===== src/design/u8u16_pkg.sv =====
// ---------------------------------------------------------------------------
// u8u16_pkg: shared types and constants for the UTF-8 to UTF-16LE block
// Holds the byte-class constants of UTF-8 lead bytes, the UTF-16 surrogate
// constants and the result group that one input item produces.
// ---------------------------------------------------------------------------
`default_nettype none

package u8u16_pkg;

  // Widths of the code point and of the pending-continuation counter.
  localparam int CodeW  = 21;
  localparam int PendW  = 2;
  localparam int GroupN = 4;

  // UTF-8 lead byte classes: (byte & mask) == code.
  localparam logic [7:0] Lead2Mask = 8'hE0;
  localparam logic [7:0] Lead2Code = 8'hC0;
  localparam logic [7:0] Lead3Mask = 8'hF0;
  localparam logic [7:0] Lead3Code = 8'hE0;
  localparam logic [7:0] Lead4Mask = 8'hF8;
  localparam logic [7:0] Lead4Code = 8'hF0;
  localparam logic [7:0] AsciiTop  = 8'h80;

  // Continuation payload and UTF-16 constants.
  localparam logic [7:0]       ContMask  = 8'h3F;
  localparam logic [CodeW-1:0] ReplChar  = 21'h00FFFD;
  localparam logic [CodeW-1:0] SuppBase  = 21'h010000;
  localparam logic [15:0]      HiSurr    = 16'hD800;
  localparam logic [15:0]      LoSurr    = 16'hDC00;
  localparam logic [15:0]      SurrMask  = 16'h03FF;

  // Byte counts of a result group.
  localparam logic [2:0] CntNone = 3'd0;
  localparam logic [2:0] CntBmp  = 3'd2;
  localparam logic [2:0] CntPair = 3'd4;

  // Output bytes caused by one input item, low byte of each unit first.
  typedef struct packed {
    logic [GroupN-1:0][7:0] bytes;
    logic [2:0]             count;
    logic                   ends;
  } u8u16_group_t;

endpackage

`default_nettype wire


===== src/design/u8u16_decode.sv =====
// ---------------------------------------------------------------------------
// u8u16_decode: UTF-8 sequence decoder
// Holds the partial code point and the count of continuation bytes still
// expected, and turns each accepted byte into a group of 0, 2 or 4
// UTF-16LE output bytes.
// ---------------------------------------------------------------------------
`default_nettype none

module u8u16_decode
  import u8u16_pkg::*;
(
  input  wire logic         clk,
  input  wire logic         rst,
  input  wire logic         step,
  input  wire logic [7:0]   in_byte,
  input  wire logic         in_last,
  output u8u16_group_t      group
);

  logic [CodeW-1:0] code_accum;
  logic [PendW-1:0] bytes_pending;
  logic [CodeW-1:0] code_accum_next;
  logic [PendW-1:0] bytes_pending_next;

  logic             emit;
  logic [CodeW-1:0] emit_code;
  logic [CodeW-1:0] cont_accum;
  logic [PendW-1:0] cont_pending;
  logic [CodeW-1:0] supp_off;
  logic [15:0]      unit_hi;
  logic [15:0]      unit_lo;
  logic             is_pair;

  // Sequence state and the single code point this byte may complete.
  always_comb begin
    code_accum_next    = code_accum;
    bytes_pending_next = bytes_pending;
    emit               = 1'b0;
    emit_code          = ReplChar;
    cont_accum         = {code_accum[CodeW-7:0], in_byte[5:0]};
    cont_pending       = bytes_pending - PendW'(1);
    if (bytes_pending == '0) begin
      if (in_byte < AsciiTop) begin
        emit      = 1'b1;
        emit_code = CodeW'(in_byte);
      end else if ((in_byte & Lead2Mask) == Lead2Code) begin
        code_accum_next    = CodeW'(in_byte[4:0]);
        bytes_pending_next = PendW'(1);
      end else if ((in_byte & Lead3Mask) == Lead3Code) begin
        code_accum_next    = CodeW'(in_byte[3:0]);
        bytes_pending_next = PendW'(2);
      end else if ((in_byte & Lead4Mask) == Lead4Code) begin
        code_accum_next    = CodeW'(in_byte[2:0]);
        bytes_pending_next = PendW'(3);
      end else begin
        emit      = 1'b1;
        emit_code = ReplChar;
      end
    end else begin
      code_accum_next    = cont_accum;
      bytes_pending_next = cont_pending;
      if (cont_pending == '0) begin
        emit            = 1'b1;
        emit_code       = cont_accum;
        code_accum_next = '0;
      end
    end
    // The string ends here: an open sequence becomes one replacement.
    if (in_last) begin
      if (bytes_pending_next != '0) begin
        emit      = 1'b1;
        emit_code = ReplChar;
      end
      code_accum_next    = '0;
      bytes_pending_next = '0;
    end
  end

  // UTF-16 units: a surrogate pair above the basic plane.
  always_comb begin
    is_pair  = (emit_code >= SuppBase);
    supp_off = emit_code - SuppBase;
    unit_hi  = HiSurr + 16'(supp_off >> 10);
    unit_lo  = LoSurr + (supp_off[15:0] & SurrMask);
    group.ends = in_last;
    if (!emit) begin
      group.count = CntNone;
      group.bytes = '0;
    end else if (is_pair) begin
      group.count = CntPair;
      group.bytes = {unit_lo[15:8], unit_lo[7:0], unit_hi[15:8], unit_hi[7:0]};
    end else begin
      group.count = CntBmp;
      group.bytes = {16'h0000, emit_code[15:8], emit_code[7:0]};
    end
  end

  // Decoder state registers.
  always_ff @(posedge clk) begin
    if (rst) begin
      code_accum    <= '0;
      bytes_pending <= '0;
    end else if (step) begin
      code_accum    <= code_accum_next;
      bytes_pending <= bytes_pending_next;
    end
  end

endmodule

`default_nettype wire


===== src/design/utf8_to_utf16le_bytes.sv =====
// ---------------------------------------------------------------------------
// utf8_to_utf16le_bytes: streaming UTF-8 to UTF-16LE byte transcoder
// Takes one UTF-8 byte per item and sends the UTF-16LE bytes it causes,
// one byte per item on the output.
// ---------------------------------------------------------------------------
// The block sends one output byte per cycle from a result register while
// out_ready is high. An input item causes two bytes for a basic plane
// character or a replacement, four for a surrogate pair, and none for a
// lead or continuation byte that completes nothing. The next input item is
// taken in the same cycle that the last byte of the current group is taken,
// so the output has no gap when the next item is waiting and completes a
// character. Invalid leads and strings that end inside a sequence give
// U+FFFD; run_last marks the last byte caused by an input item and
// stream_end the last byte of the string.
`default_nettype none

module utf8_to_utf16le_bytes
  import u8u16_pkg::*;
(
  input  wire logic       clk,
  input  wire logic       rst,
  input  wire logic       in_valid,
  output logic            in_ready,
  input  wire logic [7:0] in_byte,
  input  wire logic       in_last,
  output logic            out_valid,
  input  wire logic       out_ready,
  output logic [7:0]      out_byte,
  output logic            run_last,
  output logic            stream_end
);

  u8u16_group_t dec_group;
  u8u16_group_t grp;
  logic         busy;
  logic [1:0]   idx;
  logic         in_take;
  logic         out_take;

  // Decoder with the sequence state.
  u8u16_decode u_decode (
    .clk     (clk),
    .rst     (rst),
    .step    (in_take),
    .in_byte (in_byte),
    .in_last (in_last),
    .group   (dec_group)
  );

  // Output byte selection from the result register.
  always_comb begin
    out_valid  = busy;
    out_byte   = grp.bytes[idx];
    run_last   = ({1'b0, idx} == (grp.count - 3'd1));
    stream_end = run_last & grp.ends;
    out_take   = out_valid & out_ready;
    in_ready   = !busy || (out_ready && run_last);
    in_take    = in_valid & in_ready;
  end

  // Result register payload.
  always_ff @(posedge clk) begin
    if (in_take && dec_group.count != CntNone) begin
      grp <= dec_group;
    end
  end

  // Result register control.
  always_ff @(posedge clk) begin
    if (rst) begin
      busy <= 1'b0;
      idx  <= '0;
    end else if (in_take && dec_group.count != CntNone) begin
      busy <= 1'b1;
      idx  <= '0;
    end else if (out_take && run_last) begin
      busy <= 1'b0;
      idx  <= '0;
    end else if (out_take) begin
      idx <= idx + 2'd1;
    end
  end

  // A group that is not finished keeps the output valid.
  a_group_continues: assert property (@(posedge clk) disable iff (rst)
    (out_take && !run_last) |=> out_valid)
    else $error("output group dropped before its last byte");

  // A waiting group always holds two or four bytes.
  a_group_size: assert property (@(posedge clk) disable iff (rst)
    busy |-> (grp.count == CntBmp || grp.count == CntPair))
    else $error("result group has an illegal byte count");

  // The byte index stays inside the group.
  a_index_range: assert property (@(posedge clk) disable iff (rst)
    busy |-> ({1'b0, idx} < grp.count))
    else $error("byte index beyond the result group");

  // With no group waiting the index is back at the first byte.
  a_idle_index: assert property (@(posedge clk) disable iff (rst)
    !busy |-> (idx == 2'd0))
    else $error("byte index not cleared while idle");

endmodule

`default_nettype wire


===== config.mk =====
export PLATFORM = sky130hd
export DESIGN_NAME = utf8_to_utf16le_bytes
export DESIGN_NICKNAME = d
export VERILOG_FILES = /design/src/design/u8u16_pkg.sv /design/src/design/u8u16_decode.sv /design/src/design/utf8_to_utf16le_bytes.sv
export SDC_FILE = /design/constraint.sdc
export NUM_CORES = 1
export LEC_CHECK = 0
export ABC_AREA = 1
export BUFFER_PORTS_ARGS = -buffer_cell sky130_fd_sc_hd__buf_2
export CORE_MARGIN = 8
export CORE_UTILIZATION = 40
export DETAILED_ROUTE_END_ITERATION = 10
export PLACE_DENSITY_LB_ADDON = 0.1
export SYNTH_ARGS = -nofsm -noshare
export SYNTH_HDL_FRONTEND = slang
export SYNTH_SLANG_ARGS = --single-unit

===== constraint.sdc =====
create_clock -name clk -period 6.5 [get_ports clk]
set_input_delay 1.625 -clock clk [delete_from_list [all_inputs] [get_ports clk]]
set_output_delay 1.625 -clock clk [all_outputs]
set_load 0.01 [all_outputs]

[Word-level counts from Yosys, hierarchy flattened]
Cells that the tools add are included.
Storage, ports and cells
  register bits after elaboration: 56
  output and inout port bits: 12
  word-level logic and storage cells: 73
Operators by class
  add/subtract/negate cells: 6
  $lt $le $gt $ge: 3
  eq/ne operators: 6
  mux-type cells: 32
  bitwise operators: 3
  reductions and logical operators: 13
Operator list (count)
  15-bit two-way mux: 7
  21-bit two-way mux: 4
  21-bit by 17-bit greater-or-equal comparator with 1-bit output, second input constant: 1
  21-bit by 17-bit subtractor with 21-bit output, second input constant: 1
  19-bit two-way mux: 1
  15-bit by 11-bit adder with 16-bit output, first input constant: 1
  15-bit by 12-bit adder with 16-bit output, first input constant: 1
  8-bit binary-select mux with 2-bit select: 1
  16-bit two-way mux: 1
  2-bit two-way mux: 6
  1-bit two-way mux: 10
  8-bit < comparator, second input constant: 1
  8-bit two-way mux: 1
  5-bit == test, second input constant: 1
  5-bit != test, second input constant: 1
  4-bit == test, second input constant: 1
  2-bit logical NOT: 2
  2-bit nonzero test: 2
  1-bit AND: 3
  2-bit by 3-bit == test with 1-bit output: 1
  3-bit == test, second input constant: 1
  1-bit logical AND: 3
  2-bit by 3-bit < comparator with 1-bit output, second input constant: 1
  3-bit two-way mux: 1
  10 further kinds: 10

[Longest topological paths before layout]
  depth in word-level cells: 16
  mapped depth: 12
  gate-level depth less buffers: 11

[Modules after synthesis]
A second synthesis with hierarchy kept.
Second synthesis, totals
  cell total of the unflattened synthesis: 391
  area total of the unflattened synthesis: 3243.1 sq um
Modules (own cells, without submodules)
  u8u16_decode: instances 1, cells an instance 267, area an instance 1669.1 sq um
  utf8_to_utf16le_bytes: instances 1, cells an instance 124, area an instance 1574.0 sq um

[Worst setup path before layout]
OpenSTA, ideal clock, no wires.
  path kind: input port to output port
  from: input out_ready
  to: output in_ready
  data arrival time: 1.799 ns
  required time: 4.875 ns
  slack: 3.076 ns
  stages on the path: 2
  buffers on the path: 0
  cells stage by stage: nand2_1 > nand2_1
On the way
  cells in the longest elaborated chain, start to end: 2
Ends and longest elaborated chain
  start, declared: line utf8_to_utf16le_bytes.sv:27  | input wire logic out_ready,
  1-bit logical AND: line utf8_to_utf16le_bytes.sv:57  | in_ready = !busy || (out_ready && run_last);
  1-bit logical OR: line utf8_to_utf16le_bytes.sv:57
  end, declared: line utf8_to_utf16le_bytes.sv:23  | output logic in_ready,
Every way passes these cells.

[Worst setup path after layout]
  from: input in_byte[7]
  to: register grp[9] in the netlist's numbering, enable pin
On the way
  cells in the longest elaborated chain, start to end: 14
  elaborated cells between the ends (all ways): 26
Ends and longest elaborated chain
  start, declared: line utf8_to_utf16le_bytes.sv:24  | input wire logic [7:0] in_byte,
  5-bit == test: line u8u16_decode.sv:52  | end else if ((in_byte & Lead4Mask) == Lead4Code) begin
  2-bit two-way mux: line u8u16_decode.sv:52
  2-bit two-way mux: line u8u16_decode.sv:49  | end else if ((in_byte & Lead3Mask) == Lead3Code) begin
  2-bit two-way mux: line u8u16_decode.sv:46  | end else if ((in_byte & Lead2Mask) == Lead2Code) begin
  2-bit two-way mux: line u8u16_decode.sv:43  | if (in_byte < AsciiTop) begin
  2-bit two-way mux: line u8u16_decode.sv:42  | if (bytes_pending == '0) begin
  2-bit nonzero test: line u8u16_decode.sv:70  | if (bytes_pending_next != '0) begin
  21-bit two-way mux: line u8u16_decode.sv:70
  21-bit two-way mux: line u8u16_decode.sv:69  | if (in_last) begin
  21-bit by 17-bit greater-or-equal comparator with 1-bit output: line u8u16_decode.sv:81  | is_pair = (emit_code >= SuppBase);
  19-bit two-way mux: line u8u16_decode.sv:89  | end else if (is_pair) begin
  3-bit two-way mux *: line u8u16_decode.sv:86  | if (!emit) begin
  3-bit nonzero test *: line utf8_to_utf16le_bytes.sv:63  | if (in_take && dec_group.count != CntNone) begin
  1-bit logical AND *: line utf8_to_utf16le_bytes.sv:63
  end signal, assigned: line utf8_to_utf16le_bytes.sv:64  | grp <= dec_group;
  end, declared: line utf8_to_utf16le_bytes.sv:34  | u8u16_group_t grp;
Every way passes the cells marked *; elsewhere a longest branch is shown, timed or not.
A chain may end at the register's enable or synchronous reset.

==> out/metrics.cfg <==
[status]
status = finished, final reports clean

[worst_setup_path]
critical_path_depth = 10
critical_path.endpoint = grp[9]
cp.arrival_ps = 3640
r2r_cells = 10
cp-start-kind = primary input
critical_path.max_fanout = 30
rr_startpoint = idx[0]
critPathLaunch = in_byte[7]
crit_buf_inv = 4
required_ps = 6420
critPathTopFamily = buffers and inverters
rrSetupSlack_ps = 3350
setup.worst_path.class = in -> reg
path_cells = buf_2, nand2_1, inv_1, nand2_1, nand2_1, inv_1, nand2_1, nand3_1, nand2_1, inv_1
end_kind = register
critPathMaxStageDelay_ps = 810
slowest_stage = inv_1
cpMostUsedCell = nand2_1
worstReg2RegEnd = grp[9]

[sta]
layout_min_cycle_time_ps = 3720
rsz0062_at_grt = false
maxSlewViolCount = 0
final_hold_viol_count = 0
hold_slack_ps = 465
finalSetupViolations = 0
period_share_pct = 57.2
final.setup.tns_ps = 0
tightest_slew_ps = 1060
slew_headroom_pct = 29.0
max_freq_ghz = 0.269
fin_skew_ps = 13.6

[logic_synthesis]
syn_nets = 388
synth_compound_gate_area_share_pct = 8.22
synthCells = 373
synth_adder_area_share_pct = 0.908
synth_edf_count = 30
yosysWarnings = 0
synth_flop_cell = edfxtp_1
muxShareOfSynthArea_pct = 0
yosysSeqAreaShare_pct = 47.2
avgSynthCellArea_um2 = 7.39
synth_top_family_by_area = simple AND/OR/NAND/NOR gates
async_flop_share_pct = 0
yosys.area_share.simple_pct = 33.1
synth-xor-area-share_pct = 1.27
synthesis.area_um2 = 2760
ys_ff_latch = 50
yosysUniqueCellTypes = 26

[detailed_routing]
wirelength_um = 6530
drt_iter0_markers = 98
first_pass_iters = 4
via_count = 2389
routedWlPerCell_um = 14.0
drt.antenna.violating_nets = 0
vias_per_cell = 5.12
route.detailed.drc = 0

[power]
total_power_w = 0.000659
p_leak_nw = 1.29
peakVddDrop_mv = 0.0788
powerDensity_nw_per_um2 = 220

[clock_tree]
clk_transition_reported_paths_ps = 90
cts_made_buffers = 5
cts-root-buf = clkbuf_8
htreeDepth = 2
hold_buffers = 0
cts_tree = yes
cts.path.max_buffers = 2
clkLatencyLatePin_ps = 310
cts-resized-gates = 0
post_cts_buffers = 0
cts_sinks = 50

[place]
placement.cell_area_um2 = 2890
dpl.hpwl_um = 4990
io_buffers = 24
place_inst = 459
gp_congestion = 0.867

[global_route]
grt_use_met2_pct = 23.5
antenna_found_initial = 0
met1_usage_pct = 17.6
grt_usage_pct = 14.1
grt.met3_usage_pct = 2.96
grt_remaining_overflow = 0
grt_max_degree = 31
first_global_vias = 2330
grt_pass1_wl_um = 11300
grt_most_used_layer = met2

[worst_hold_path]
min_path_type = reg -> reg
hold_start = u_decode.code_accum[14]

[final_layout]
diodes = 0
area_growth_pct = 8.85
seq_area_um2 = 1300
multi_input_area_um2 = 1200
num-nets-final = 401
final_cell_mix = 90 x nand2_1, 64 x nor2_1, 41 x inv_1
final_cell_area_um2 = 3000
n_fill_cell = 713
finalNonFillerCells = 467
drive_gt1_share_pct = 10.1
layout_commonest_cell = nand2_1

[floorplan]
coreArea_um2 = 6720
die_h_um = 99.0
die_w_um = 99.0
fp-row-count = 30
die_area_um2 = 9800
initial_core_util_pct = 41.0
ios = 25

[flow_run]
cap_violations = 0

[worst min-delay path by stage]
stage | cells after the start | slack (ps) | endpoint
4_1_cts | 2 | 470 | u_decode.code_accum[14]
5_1_grt | 2 | 500 | u_decode.code_accum[10]
2_1_floorplan | 2 | 430 | u_decode.code_accum[14]
3_5_place_dp | 2 | 460 | u_decode.code_accum[14]
6_report | 2 | 460 | u_decode.code_accum[14]
3_3_place_gp | 2 | 460 | u_decode.code_accum[10]
[cell families (layout without fill, tap and decap cells)]
| logic type | Yosys count | in the layout |
|---|---|---|
| simple gates | 215 | 215 |
| fa+ha+maj | 2 | 2 |
| flops | 50 | 50 |
| buf+inv | 63 | 77 |
| compound gates | 39 | 39 |
| xor+xnor | 4 | 4 |
[layout make-up]
cell class / instances / area share (%)
Multi-Input combinational cell: 260 / 40.0
Clock inverter: 2 / 1.25
Timing Repair Buffer: 24 / 4.00
Tap cell: 80 / 3.34
Clock buffer: 6 / 2.42
Inverter: 45 / 5.63
Sequential cell: 50 / 43.4
[metal layers]
metal	wire, um	vias up
met3	214	9
met2	3110	42
met5	0	-
met4	84	0
met1	3120	1098
li1	-	1240
[cell usage after synthesis (4+ instances only)]
cell       n  area (um2)
nand2_1   90         338
nor2_1    64         240
inv_1     41         154
nand3_1   35         175
edfxtp_1  30         901
a21oi_1   22         110
dfxtp_1   20         400
nand4_1   12        75.1
clkbuf_1  10        37.5
nor3_1     8        40.0
o21ai_0    8        40.0
buf_2      6        30.0
o311ai_0   5        43.8
inv_2      4        15.0
[flip-flops by register name (all words and copies together) (netlist names)]
name                    cells
grp                        30
u_decode.code_accum        15
idx                         2
u_decode.bytes_pending      2
out_valid                   1
[per-stage QoR]
stage | util, % | setup slack (ps)
2_1_floorplan | - | 3080
3_3_place_gp | 43.0 | 2530
3_5_place_dp | 43.0 | 2500
4_1_cts | 44.7 | 2820
5_1_grt | 44.7 | 2510
6_report | 44.7 | 2780
[worst min-delay path, cell delays in order, from the launching register on]
cell,delay (ps)
dfxtp_1,300
inv_1,60
a21oi_1,60
[report_power, final]
group          internal, W  total [W]  switching [W]
combinational    0.0000244  0.0000809      0.0000565
clock             0.000115   0.000216       0.000101
sequential        0.000356   0.000362     0.00000673
No activity file was read; power rests on OpenSTA's default activity.
